--- config.mk ---
export PLATFORM = sky130hd
export DESIGN_NAME = ws2812_pixel_serializer
export DESIGN_NICKNAME = d
export VERILOG_FILES = /design/src/wsps_pkg.sv /design/src/wsps_csr.sv /design/src/wsps_core.sv /design/src/ws2812_pixel_serializer.sv
export SDC_FILE = /design/constraint.sdc
export NUM_CORES = 1
export LEC_CHECK = 0
export ABC_CLOCK_PERIOD_IN_PS = 4200
export BUFFER_PORTS_ARGS = -buffer_cell sky130_fd_sc_hd__clkbuf_2
export CAP_MARGIN = 20
export CORE_AREA = 2 2 145 147
export DETAILED_ROUTE_END_ITERATION = 16
export DIE_AREA = 0 0 147 149
export SYNTH_ARGS = -nofsm -noshare
export SYNTH_HDL_FRONTEND = slang
export SYNTH_SLANG_ARGS = --single-unit
--- constraint.sdc ---
create_clock -name clock -period 4.2 [get_ports clock]
set_input_delay 0.21 -clock clock [delete_from_list [all_inputs] [get_ports clock]]
set_output_delay 0.21 -clock clock [all_outputs]
set_load 0.01 [all_outputs]
--- src/wsps_pkg.sv ---
// Package of the addressed-LED pixel serializer.
// Holds the shared item, result and configuration types and the register map.
// No dependencies.
package wsps_pkg;

   // Register indexes on the configuration port (byte address = 4 * index).
   localparam logic [2:0] REG_TICKS_PER_UNIT   = 3'd0;
   localparam logic [2:0] REG_ZERO_HIGH_UNITS  = 3'd1;
   localparam logic [2:0] REG_ONE_HIGH_UNITS   = 3'd2;
   localparam logic [2:0] REG_BIT_PERIOD_UNITS = 3'd3;
   localparam logic [2:0] REG_LATCH_UNITS      = 3'd4;

   localparam logic [7:0]  RST_TICKS_PER_UNIT   = 8'd4;
   localparam logic [5:0]  RST_ZERO_HIGH_UNITS  = 6'd8;
   localparam logic [5:0]  RST_ONE_HIGH_UNITS   = 6'd16;
   localparam logic [5:0]  RST_BIT_PERIOD_UNITS = 6'd24;
   localparam logic [11:0] RST_LATCH_UNITS      = 12'd1001;

   // Input item kinds.
   localparam logic FUNC_PUSH = 1'b0;
   localparam logic FUNC_TICK = 1'b1;

   typedef struct packed {
      logic [7:0]  ticks_per_unit;
      logic [5:0]  zero_high_units;
      logic [5:0]  one_high_units;
      logic [5:0]  bit_period_units;
      logic [11:0] latch_units;
   } cfg_type;

   typedef struct packed {
      logic        func;
      logic [23:0] pixel_rgb;
      logic        end_of_frame;
   } item_type;

   typedef struct packed {
      logic frame_done;
      logic busy_res;
      logic accepted;
      logic pin_level;
   } result_type;

endpackage

--- src/wsps_csr.sv ---
// Configuration register file of the pixel serializer, on an APB-style port.
// Depends on wsps_pkg for the register map and the configuration struct.
module wsps_csr (
   input  logic              clock,
   input  logic              reset,
   input  logic              csr_psel,
   input  logic              csr_penable,
   input  logic              csr_pwrite,
   input  logic [4:0]        csr_paddr,
   input  logic [31:0]       csr_pwdata,
   output logic [31:0]       csr_prdata,
   output logic              csr_pready,
   output wsps_pkg::cfg_type cfg
);

   wsps_pkg::cfg_type cfg_ff;
   wsps_pkg::cfg_type cfg_in;
   logic              wr_en;
   logic [2:0]        reg_idx;

   assign csr_pready = 1'b1;
   assign reg_idx    = csr_paddr[4:2];
   assign wr_en      = csr_psel && csr_penable && csr_pwrite && csr_pready;

   always_comb begin
      cfg_in = cfg_ff;
      if (wr_en) begin
         unique case (reg_idx)
            wsps_pkg::REG_TICKS_PER_UNIT:   cfg_in.ticks_per_unit   = csr_pwdata[7:0];
            wsps_pkg::REG_ZERO_HIGH_UNITS:  cfg_in.zero_high_units  = csr_pwdata[5:0];
            wsps_pkg::REG_ONE_HIGH_UNITS:   cfg_in.one_high_units   = csr_pwdata[5:0];
            wsps_pkg::REG_BIT_PERIOD_UNITS: cfg_in.bit_period_units = csr_pwdata[5:0];
            wsps_pkg::REG_LATCH_UNITS:      cfg_in.latch_units      = csr_pwdata[11:0];
            default:                        cfg_in = cfg_ff;
         endcase
      end
   end

   always_ff @(posedge clock) begin
      if (reset) begin
         cfg_ff.ticks_per_unit   <= wsps_pkg::RST_TICKS_PER_UNIT;
         cfg_ff.zero_high_units  <= wsps_pkg::RST_ZERO_HIGH_UNITS;
         cfg_ff.one_high_units   <= wsps_pkg::RST_ONE_HIGH_UNITS;
         cfg_ff.bit_period_units <= wsps_pkg::RST_BIT_PERIOD_UNITS;
         cfg_ff.latch_units      <= wsps_pkg::RST_LATCH_UNITS;
      end else begin
         cfg_ff <= cfg_in;
      end
   end

   always_comb begin
      unique case (reg_idx)
         wsps_pkg::REG_TICKS_PER_UNIT:   csr_prdata = {24'd0, cfg_ff.ticks_per_unit};
         wsps_pkg::REG_ZERO_HIGH_UNITS:  csr_prdata = {26'd0, cfg_ff.zero_high_units};
         wsps_pkg::REG_ONE_HIGH_UNITS:   csr_prdata = {26'd0, cfg_ff.one_high_units};
         wsps_pkg::REG_BIT_PERIOD_UNITS: csr_prdata = {26'd0, cfg_ff.bit_period_units};
         wsps_pkg::REG_LATCH_UNITS:      csr_prdata = {20'd0, cfg_ff.latch_units};
         default:                        csr_prdata = 32'd0;
      endcase
   end

   assign cfg = cfg_ff;

endmodule

--- src/wsps_core.sv ---
// Serializer state and next-state logic: one-deep pixel buffer, bit shifter,
// unit prescaler and phase sequencer. Depends on wsps_pkg.
module wsps_core #(
   parameter int PIXEL_BITS = 24
) (
   input  logic                 clock,
   input  logic                 reset,
   input  wsps_pkg::cfg_type    cfg,
   input  logic                 step,
   input  wsps_pkg::item_type   item,
   output wsps_pkg::result_type res
);

   localparam int BL_W = $clog2(PIXEL_BITS);

   localparam logic [1:0] PH_IDLE  = 2'd0;
   localparam logic [1:0] PH_HIGH  = 2'd1;
   localparam logic [1:0] PH_LOW   = 2'd2;
   localparam logic [1:0] PH_LATCH = 2'd3;

   logic [PIXEL_BITS-1:0] shift_word_ff, shift_word_in;
   logic [BL_W-1:0]       bits_left_ff, bits_left_in;
   logic [1:0]            phase_ff, phase_in;
   logic [11:0]           unit_countdown_ff, unit_countdown_in;
   logic [7:0]            prescale_ff, prescale_in;
   logic [23:0]           held_pixel_ff, held_pixel_in;
   logic                  held_valid_ff, held_valid_in;
   logic                  held_last_ff, held_last_in;
   logic                  current_last_ff, current_last_in;

   logic [23:0]           grb;
   logic [PIXEL_BITS-1:0] load_word;
   logic [PIXEL_BITS-1:0] next_word;
   logic [7:0]            tpu;
   logic [5:0]            cur_high;
   logic [5:0]            load_high;
   logic [5:0]            next_high;
   logic [11:0]           cnt_dec;
   logic                  unit_end;
   logic                  accepted;
   logic                  done;

   function automatic logic [5:0] high_units(input logic b, input wsps_pkg::cfg_type c);
      logic [5:0] u;
      u = b ? c.one_high_units : c.zero_high_units;
      return (u == 6'd0) ? 6'd1 : u;
   endfunction

   assign grb       = {held_pixel_ff[15:8], held_pixel_ff[23:16], held_pixel_ff[7:0]};
   assign load_word = PIXEL_BITS'(grb) << (PIXEL_BITS - 24);
   assign next_word = shift_word_ff << 1;
   assign tpu       = (cfg.ticks_per_unit == 8'd0) ? 8'd1 : cfg.ticks_per_unit;
   assign cur_high  = high_units(shift_word_ff[PIXEL_BITS-1], cfg);
   assign load_high = high_units(load_word[PIXEL_BITS-1], cfg);
   assign next_high = high_units(next_word[PIXEL_BITS-1], cfg);
   assign unit_end  = ({1'b0, prescale_ff} + 9'd1) >= {1'b0, tpu};
   assign cnt_dec   = (unit_countdown_ff != 12'd0) ? unit_countdown_ff - 12'd1 : 12'd0;

   always_comb begin
      shift_word_in     = shift_word_ff;
      bits_left_in      = bits_left_ff;
      phase_in          = phase_ff;
      unit_countdown_in = unit_countdown_ff;
      prescale_in       = prescale_ff;
      held_pixel_in     = held_pixel_ff;
      held_valid_in     = held_valid_ff;
      held_last_in      = held_last_ff;
      current_last_in   = current_last_ff;
      accepted          = 1'b0;
      done              = 1'b0;

      if (item.func == wsps_pkg::FUNC_PUSH) begin
         // A push while the buffer is full is dropped.
         if (!held_valid_ff) begin
            held_pixel_in = item.pixel_rgb;
            held_last_in  = item.end_of_frame;
            held_valid_in = 1'b1;
            accepted      = 1'b1;
         end
      end else if (phase_ff == PH_IDLE) begin
         if (held_valid_ff) begin
            shift_word_in     = load_word;
            bits_left_in      = BL_W'(PIXEL_BITS - 1);
            current_last_in   = held_last_ff;
            held_valid_in     = 1'b0;
            phase_in          = PH_HIGH;
            unit_countdown_in = {6'd0, load_high};
            prescale_in       = 8'd0;
         end
      end else if (!unit_end) begin
         prescale_in = prescale_ff + 8'd1;
      end else begin
         prescale_in       = 8'd0;
         unit_countdown_in = cnt_dec;
         if (cnt_dec == 12'd0) begin
            if (phase_ff == PH_LATCH) begin
               phase_in = PH_IDLE;
               done     = 1'b1;
            end else if (phase_ff == PH_HIGH && cfg.bit_period_units > cur_high) begin
               phase_in          = PH_LOW;
               unit_countdown_in = {6'd0, cfg.bit_period_units - cur_high};
            end else begin
               // End of the bit: next bit, latch time, next pixel or idle.
               priority if (bits_left_ff != '0) begin
                  bits_left_in      = bits_left_ff - BL_W'(1);
                  shift_word_in     = next_word;
                  phase_in          = PH_HIGH;
                  unit_countdown_in = {6'd0, next_high};
               end else if (current_last_ff) begin
                  phase_in          = PH_LATCH;
                  unit_countdown_in = (cfg.latch_units == 12'd0) ? 12'd1 : cfg.latch_units;
               end else if (held_valid_ff) begin
                  shift_word_in     = load_word;
                  bits_left_in      = BL_W'(PIXEL_BITS - 1);
                  current_last_in   = held_last_ff;
                  held_valid_in     = 1'b0;
                  phase_in          = PH_HIGH;
                  unit_countdown_in = {6'd0, load_high};
               end else begin
                  phase_in = PH_IDLE;
               end
            end
         end
      end
   end

   always_ff @(posedge clock) begin
      if (reset) begin
         shift_word_ff     <= '0;
         bits_left_ff      <= '0;
         phase_ff          <= PH_IDLE;
         unit_countdown_ff <= '0;
         prescale_ff       <= '0;
         held_valid_ff     <= 1'b0;
         held_last_ff      <= 1'b0;
         current_last_ff   <= 1'b0;
      end else if (step) begin
         shift_word_ff     <= shift_word_in;
         bits_left_ff      <= bits_left_in;
         phase_ff          <= phase_in;
         unit_countdown_ff <= unit_countdown_in;
         prescale_ff       <= prescale_in;
         held_valid_ff     <= held_valid_in;
         held_last_ff      <= held_last_in;
         current_last_ff   <= current_last_in;
      end
   end

   // The buffered pixel itself needs no reset.
   always_ff @(posedge clock) begin
      if (step) begin
         held_pixel_ff <= held_pixel_in;
      end
   end

   assign res.pin_level  = (phase_in == PH_HIGH);
   assign res.accepted   = accepted;
   assign res.busy_res   = (phase_in != PH_IDLE);
   assign res.frame_done = done;

   a_count_live: assert property (@(posedge clock) disable iff (reset)
      (phase_ff != PH_IDLE) |-> (unit_countdown_ff != 12'd0))
      else $error("active phase with an empty unit countdown");

   a_done_from_latch: assert property (@(posedge clock) disable iff (reset)
      (step && res.frame_done) |-> (phase_ff == PH_LATCH))
      else $error("frame done outside the latch phase");

   a_accept_fills: assert property (@(posedge clock) disable iff (reset)
      (step && res.accepted) |=> held_valid_ff)
      else $error("accepted pixel not held in the buffer");

   a_idle_load: assert property (@(posedge clock) disable iff (reset)
      (step && item.func == wsps_pkg::FUNC_TICK && phase_ff == PH_IDLE && held_valid_ff)
      |=> (!held_valid_ff && phase_ff == PH_HIGH))
      else $error("buffered pixel not started from idle");

endmodule

--- src/ws2812_pixel_serializer.sv ---
// Addressed-LED pixel serializer, top level.
// An accepted beat passes from the input register through one step of the phase
// sequencer into the result register; a stalled result stream holds it back.
// Throughput: one beat per cycle while the result stream drains.
// Reset (synchronous, active high): line idle and low, buffer empty, timing
// registers at their defaults; no clearing pass.
module ws2812_pixel_serializer #(
   parameter int PIXEL_BITS = 24
) (
   input  logic        clock,
   input  logic        reset,
   // Input stream.
   input  logic        req_tvalid,
   output logic        req_tready,
   input  logic [23:0] req_tdata,   // [23:0] pixel_rgb
   input  logic        req_tuser,   // [0] func
   input  logic        req_tlast,   // end_of_frame
   // Result stream.
   output logic        rsp_tvalid,
   input  logic        rsp_tready,
   output logic [7:0]  rsp_tdata,   // [0] pin_level, [1] accepted, [2] busy_res,
                                    // [3] frame_done, [7:4] zero
   // Configuration port.
   input  logic        csr_psel,
   input  logic        csr_penable,
   input  logic        csr_pwrite,
   input  logic [4:0]  csr_paddr,
   input  logic [31:0] csr_pwdata,
   output logic [31:0] csr_prdata,
   output logic        csr_pready
);

   wsps_pkg::cfg_type    cfg;
   wsps_pkg::item_type   in_item_ff;
   wsps_pkg::result_type res;
   wsps_pkg::result_type out_res_ff;
   logic                 in_valid_ff;
   logic                 out_valid_ff;
   logic                 out_load;

   wsps_csr u_csr (
      .clock       (clock),
      .reset       (reset),
      .csr_psel    (csr_psel),
      .csr_penable (csr_penable),
      .csr_pwrite  (csr_pwrite),
      .csr_paddr   (csr_paddr),
      .csr_pwdata  (csr_pwdata),
      .csr_prdata  (csr_prdata),
      .csr_pready  (csr_pready),
      .cfg         (cfg)
   );

   // A beat moves from the input register to the result register whenever
   // the result register is empty or being drained.
   assign out_load   = in_valid_ff && (!out_valid_ff || rsp_tready);
   assign req_tready = !in_valid_ff || out_load;

   always_ff @(posedge clock) begin
      if (reset) begin
         in_valid_ff <= 1'b0;
      end else if (req_tready) begin
         in_valid_ff <= req_tvalid;
      end
   end

   always_ff @(posedge clock) begin
      if (req_tvalid && req_tready) begin
         in_item_ff.func         <= req_tuser;
         in_item_ff.pixel_rgb    <= req_tdata;
         in_item_ff.end_of_frame <= req_tlast;
      end
   end

   wsps_core #(
      .PIXEL_BITS (PIXEL_BITS)
   ) u_core (
      .clock (clock),
      .reset (reset),
      .cfg   (cfg),
      .step  (out_load),
      .item  (in_item_ff),
      .res   (res)
   );

   always_ff @(posedge clock) begin
      if (reset) begin
         out_valid_ff <= 1'b0;
      end else if (out_load) begin
         out_valid_ff <= 1'b1;
      end else if (rsp_tready) begin
         out_valid_ff <= 1'b0;
      end
   end

   always_ff @(posedge clock) begin
      if (out_load) begin
         out_res_ff <= res;
      end
   end

   assign rsp_tvalid = out_valid_ff;
   assign rsp_tdata  = {4'd0, out_res_ff};

endmodule

==> results of run 1 <==
-- state kept, by name, indices dropped and copies added, names as in the netlist, 2 cells and up --
register,cells
u_core.shift_word_ff,24
rsp_tdata,4
u_csr.cfg,38
u_core.prescale_ff,8
u_core.unit_countdown_ff,12
u_core.phase_ff,2
in_item_ff,26
u_core.held_pixel_ff,24
u_core.bits_left_ff,5
-- metal layers --
| metal | wire length (um) | up-vias | GRT usage (%) |
|---|---|---|---|
| met5 | 0 | - | 0 |
| met3 | 721 | 30 | 3.00 |
| met1 | 9360 | 3025 | 25.3 |
| met2 | 8740 | 159 | 28.5 |
| met4 | 398 | 0 | 6.39 |
| li1 | - | 3153 | - |
-- what timing repair did --
item | 4_1_cts | 5_1_grt
buffers inserted | 0 | 0
hold buffers | 29 | 0
endpoints found under the hold margin | 29 | 0
-- layout make-up --
class                   count  area [um^2]
flip-flops and latches    148         3500
well taps                 275          344
repair buffers            113          791
multi-input cells         583         4000
clock buffers              17          425
fillers                  1995        11200
clock inverters            15          161
inverters                  45          169
-- path summary, 6_finish.rpt --
check                                          end  cells past startpoint  slack, ps
max          u_core.shift_word_ff[17]$_SDFFE_PP0P_                     13        360
min                      u_csr.cfg[7]$_SDFFE_PP1P_                      3         20
max reg2reg  u_core.shift_word_ff[17]$_SDFFE_PP0P_                     13        360
min reg2reg     u_core.held_pixel_ff[16]$_DFFE_PP_                      0        410
-- power groups by stage --
stage                     registers (W)  clock network [W]  logic [W]
after floorplan                 0.00157                  0   0.000185
after global placement          0.00157                  0   0.000238
after detailed placement        0.00157                  0   0.000239
after CTS                       0.00154            0.00152   0.000261
after global routing            0.00154            0.00159   0.000291
final                           0.00154            0.00149   0.000265
-- kinds of logic (layout without fill, tap and decap cells) --
logic type | count (synthesis) | count (layout)
AOI/OAI and AO/OA | 197 | 197
xor gates and xnor gates | 11 | 11
adders and majority gates | 18 | 18
buffers and inverters | 123 | 190
DFF | 148 | 148
muxes | 72 | 72
other | 2 | 25
and+or+nand+nor | 260 | 260
-- cell usage in the layout, fill, tap and decap left out, drive strengths merged, types with 4 or more instances in the layout --
cell and count:
dfxtp 94, clkbuf 81, nor2 71, mux2i 68
o21ai 62, nand2 55, edfxtp 54, inv 51
a21oi 38, dlygate4sd3 29, a221oi 29, nand3b 27
conb 25, buf 20, nand3 18, ha 17
nor3 16, nor2b 11, a211oi 11, nor4 10
and3 8, xnor2 8, clkinv 8, and2 7
nand4 7, o22ai 6, a31oi 6, o31ai 6
o211ai 6, nand2b 5, or3 5, nor3b 5
a21boi 4
-- critical path: cells and delay by family (launching register included) --
family	cells	cell delay, ps
adders and majority gates	2	430
AOI/OAI and AO/OA	6	1420
DFF	1	540
muxes	1	330
and+or+nand+nor	3	560
buffers and inverters	1	380
-- Yosys cell counts, types with 3 or more instances --
cell	number
and4_1	3
buf_2	6
xor2_1	3
buf_4	26
nand3_1	18
dfxtp_1	94
clkbuf_1	41
nand2b_1	5
xnor2_1	8
o31ai_1	6
buf_6	4
inv_1	44
nor3_1	14
a31oi_1	6
nor2b_1	11
a21oi_1	38
mux2i_1	68
or2_2	3
nand2_1	55
nand4_1	7
o21ai_0	58
a211oi_1	11
and2_1	7
and3_1	8
nand3b_1	27
mux2_2	3
nor3b_1	4
nor4_1	8
a221oi_2	23
o22ai_1	6
edfxtp_1	54
o21a_1	3
ha_1	17
a221oi_1	6
or3_1	4
o211ai_1	6
nor2_1	71
-- stage by stage --
step           util (%)  hold WS, ps
6_report           45.7         21.1
5_1_grt            45.7         17.6
4_1_cts            45.6         8.43
3_5_place_dp       41.3          389
3_3_place_gp       41.3          387
2_1_floorplan         -          309
==> impl_metrics.toml, run 1 <==
[outcome]
status = "finished, final reports clean"

[global_routing]
first_global_vias = 5976
antenna_found_initial = 0
track_usage_pct = 18.1
grt_overflow_total = 0
grt_max_degree = 76
grt_pass1_wl_um = 31700

[clock_tree]
clock-sinks = 148
h-tree-depth = 4
post_cts_resized = 0
clock_latency_ps = 430
cts_tree = "built"
numCtsBuffers = 17
clock_path_buffers = 2
clkTransAtPathRegs_ps = 60
ctsRootBufferMaster = "clkbuf_16"

[route]
vias = 6367
initialDrtViolationCount = 482
antenna_left = 0
avgViaCountPerCell = 5.32
drc = 0
wire_per_inst_um = 16.1
wl_um = 19200
dr.pass1.iters = 5

[synth]
synth-simple-area-share_pct = 17.3
synth-adder-area-share_pct = 2.91
ys.flop_type = "dfxtp_1"
muxShareOfSynthArea_pct = 9.21
synth_area_leaders = "dfxtp_1 24%, edfxtp_1 20%, mux2i_1 8.5%"
yosysWarnings = 0
synth_xor_area_share_pct = 1.20
synth.distinct_cells = 78
syn-cell-area_um2 = 8000
synthArstFlopShare_pct = 0
synth_compound_area_share_pct = 18.1
synth_area_per_cell_um2 = 9.63
synth_edf_count = 54
netlist_instances = 831
synth_top_area_share_pct = 23.5
synth-seq-cells = 148
yosysTopAreaCell = "dfxtp_1"
ys_seq_area_share_pct = 43.8
synth_top_family_by_area = "compound AO/OA/AOI/OAI gates"

[floorplan]
die_y_um = 149
fp.dieW_um = 147
design.core.area_um2 = 20600
rows = 53
start_util_pct = 38.9
die-area_um2 = 21900
ios = 113

[final_layout]
layout-drive-gt1-share_pct = 17.6
fin_nets = 996
stdcell_count = 1196
diodes = 0
stdcell_area_um2 = 9390
areaGrowthSynthToFinish_pct = 17.4

[power_and_ir_drop]
power_frac_clock_pct = 45.3
power.switching_w = 0.000879
powerDensity_nw_per_um2 = 352
p_total_w = 0.00330
leakage_nw = 3.46
p_sw_share_pct = 26.6
seq_power_share_pct = 46.7
comb_power_share_pct = 8.0
intPower_w = 0.00242
vdd_drop_max_mv = 0.299

[placement]
placed_area_um2 = 8490
port-buffer-count = 65
dp_slack_ps = 349
gp_congestion = 0.846
dp_cells = 1134
hpwl_um = 13000

[worst_setup_path]
startpoint = "u_core.shift_word_ff[23]$_SDFFE_PP0P_"
critPathKind = "register to register"
cp_max_fo = 15
r2r-start = "u_core.shift_word_ff[23]$_SDFFE_PP0P_"
critical_path_required_ps = 4460
path_cells = "mux2i_1, nand2_1, o21ai_0, ha_1, fa_1, nor2b_1, o31a_1, o311a_1, a211o_1, or3_4, o21ai_2, buf_4, a221oi_2"
cp-start-kind = "register"
cp_slowest_cell = "dfxtp_1"
crit_path_end_kind = "register"
worstPathArrival_ps = 4100
cp_slowest_stage_delay_ps = 540

[sta]
tns_ps = 0
maxSlewHeadroom_pct = 34.2
fin_crit_ps = 3840
tightest_slew_ps = 987
slew_violations = 0
setup_viol = 0
max_freq_mhz = 260
rsz0062_at_grt = "false"
hold_viol_final = 0
fin_crit_sh_pct = 91.5
postLayoutSetupSlackWorst_ps = 357
fin_skew_ps = 12.2

[job]
maxCapViolations = 0

[worst_hold_path]
min-delay-start = "csr_pwdata[7]"
hold_path.class = "input pin to register"
Power figures use the tool's default switching activity.
==> inputs of run 2 (changes only) <==
Settings changed: CORE_AREA 2 2 145 147 to 2 2 121 123, DIE_AREA 0 0 147 149 to 0 0 123 125, PLACE_DENSITY set to 0.79.
==> run 2 against run 1 <==
Hold slack improved by 1.3 ps. Final cell count is 7.9% lower. Setup slack improved by 47 ps. Combinational power barely moved. Critical path type unchanged. Largest cell class unchanged.
==> impl_metrics.toml, run 2 (synthesized netlist as in run 1, its figures left out) <==
[outcome]
status = "finished, final reports clean"

[route]
initialDrtViolationCount = 587
dr.pass1.iters = 5
avgViaCountPerCell = 5.85
wl_met2_um = 9120
vias = 6442
antenna_left = 0
drc = 0
wire_per_inst_um = 17.5
met1_length_um = 8450
wl_um = 19200
route.met3.wl_um = 1300
routed.top_layer = "met4"

[sta]
fin_crit_sh_pct = 90.4
rsz0062_at_grt = "false"
setup_viol = 0
fin_crit_ps = 3800
maxSlewHeadroom_pct = 36.0
slew_violations = 0
hold_viol_final = 0
tightest_slew_ps = 960
max_freq_mhz = 263
tns_ps = 0
whs_ps = 22.3
fin_skew_ps = 7.75

[final_layout]
areaGrowthSynthToFinish_pct = 15.4
layout-drive-gt1-share_pct = 17.1
final_cell_mix = "94 x dfxtp_1, 71 x nor2_1, 68 x mux2i_1"
stdcell_area_um2 = 9230
fill_cells = 1121
diodes = 0
final_common_cell = "dfxtp_1"
largest_register_ff_count = 38
fin_nets = 992

[power_and_ir_drop]
intPower_w = 0.00246
p_sw_share_pct = 24.8
powerDensity_nw_per_um2 = 355
leakage_nw = 3.42
vdd_drop_max_mv = 0.359
seq_power_share_pct = 47.2
p_total_w = 0.00327
comb_power_share_pct = 8.2
power.switching_w = 0.000811
power_frac_clock_pct = 44.6

[worst_setup_path]
crit_path_end = "u_core.shift_word_ff[1]$_SDFFE_PP0P_"
critical_path_required_ps = 4450
worstPathArrival_ps = 4040
r2r-start = "u_core.shift_word_ff[23]$_SDFFE_PP0P_"
critPathKind = "register to register"
crit_path_end_kind = "register"
r2r_cells = 13
reg2reg_to = "u_core.shift_word_ff[1]$_SDFFE_PP0P_"
rrSetupSlack_ps = 400
cp-start-kind = "register"
cp_max_fo = 15
startpoint = "u_core.shift_word_ff[23]$_SDFFE_PP0P_"

[clock_tree]
cts_tree = "built"
clock_latency_ps = 420
clock-sinks = 148
clock_path_buffers = 2
numCtsBuffers = 17
clkTransAtPathRegs_ps = 60
post_cts_resized = 0
h-tree-depth = 4
ctsRootBufferMaster = "clkbuf_16"

[placement]
port-buffer-count = 65
placed_area_um2 = 8360
gp_congestion = 0.971
hpwl_um = 12500

[global_routing]
antenna_found_initial = 0
grt_overflow_total = 0
grt_max_degree = 76
grt_pass1_wl_um = 31000
first_global_vias = 6054
track_usage_pct = 25.7

[worst_hold_path]
hold_path.class = "input pin to register"

[floorplan]
ios = 113
die-area_um2 = 15400
fp.dieW_um = 123
rows = 44
die_y_um = 125
design.core.area_um2 = 14200
start_util_pct = 56.3

[job]
maxCapViolations = 0
-- run 2: how the worst min path moves through the flow --
stage | startpoint | to | slack, ps | cells after the start
2_1_floorplan | req_tlast | in_item_ff[0]$_DFFE_PP_ | 310 | 0
3_3_place_gp | req_tdata[17] | in_item_ff[18]$_DFFE_PP_ | 390 | 1
3_5_place_dp | req_tdata[5] | in_item_ff[6]$_DFFE_PP_ | 390 | 1
4_1_cts | csr_pwdata[8] | u_csr.cfg[8]$_SDFFE_PP1P_ | 8 | 3
5_1_grt | csr_pwdata[8] | u_csr.cfg[8]$_SDFFE_PP1P_ | 20 | 3
6_report | csr_pwdata[8] | u_csr.cfg[8]$_SDFFE_PP1P_ | 20 | 3
-- run 2: power by group through the flow --
stage                     Combinational, W  Sequential (W)  Clock, W
after global routing              0.000291         0.00155   0.00153
after CTS                         0.000257         0.00154   0.00147
after detailed placement          0.000236         0.00157         0
after floorplan                   0.000185         0.00157         0
final                             0.000268         0.00154   0.00146
after global placement            0.000234         0.00157         0
-- run 2: metal layers --
metal / vias up / global-route usage (%)
met5: - / 0
met4: 0 / 7.95
met3: 22 / 6.66
met2: 225 / 40.1
met1: 3046 / 35.2
li1: 3149 / -
-- run 2: repair_timing --
item                                   in CTS  in global routing
hold buffers                               28                  0
endpoints found under the hold margin      28                  0
buffers inserted                            0                  0
-- run 2: worst max-delay path, stage by stage, from the launching register on --
cell,delay (ps)
dfxtp_1,560
mux2i_1,370
nand2_1,80
o21ai_0,190
ha_1,220
fa_1,220
nor2b_1,80
o31a_1,250
o311a_1,300
a211o_1,290
or3_4,400
o21ai_2,310
buf_12,240
a221oi_1,90
-- run 2: stage by stage --
step / worst slack [ps] / cells / util [%]
2_1_floorplan: 817 / 854 / -
3_3_place_gp: 501 / 1039 / 58.7
3_5_place_dp: 460 / 1040 / 58.8
4_1_cts: 451 / 1100 / 64.8
5_1_grt: 248 / 1101 / 65.0
6_report: 404 / 1101 / 65.0
-- run 2: cell type report --
type / instances / area, um^2 / share of cell area, %
Inverter: 45 / 169 / 1.83
Timing Repair Buffer: 109 / 762 / 8.25
Multi-Input combinational cell: 583 / 4000 / 43.3
Sequential cell: 148 / 3500 / 38.0
Tap cell: 184 / 230 / 2.49
Clock inverter: 14 / 139 / 1.50
Clock buffer: 18 / 429 / 4.65
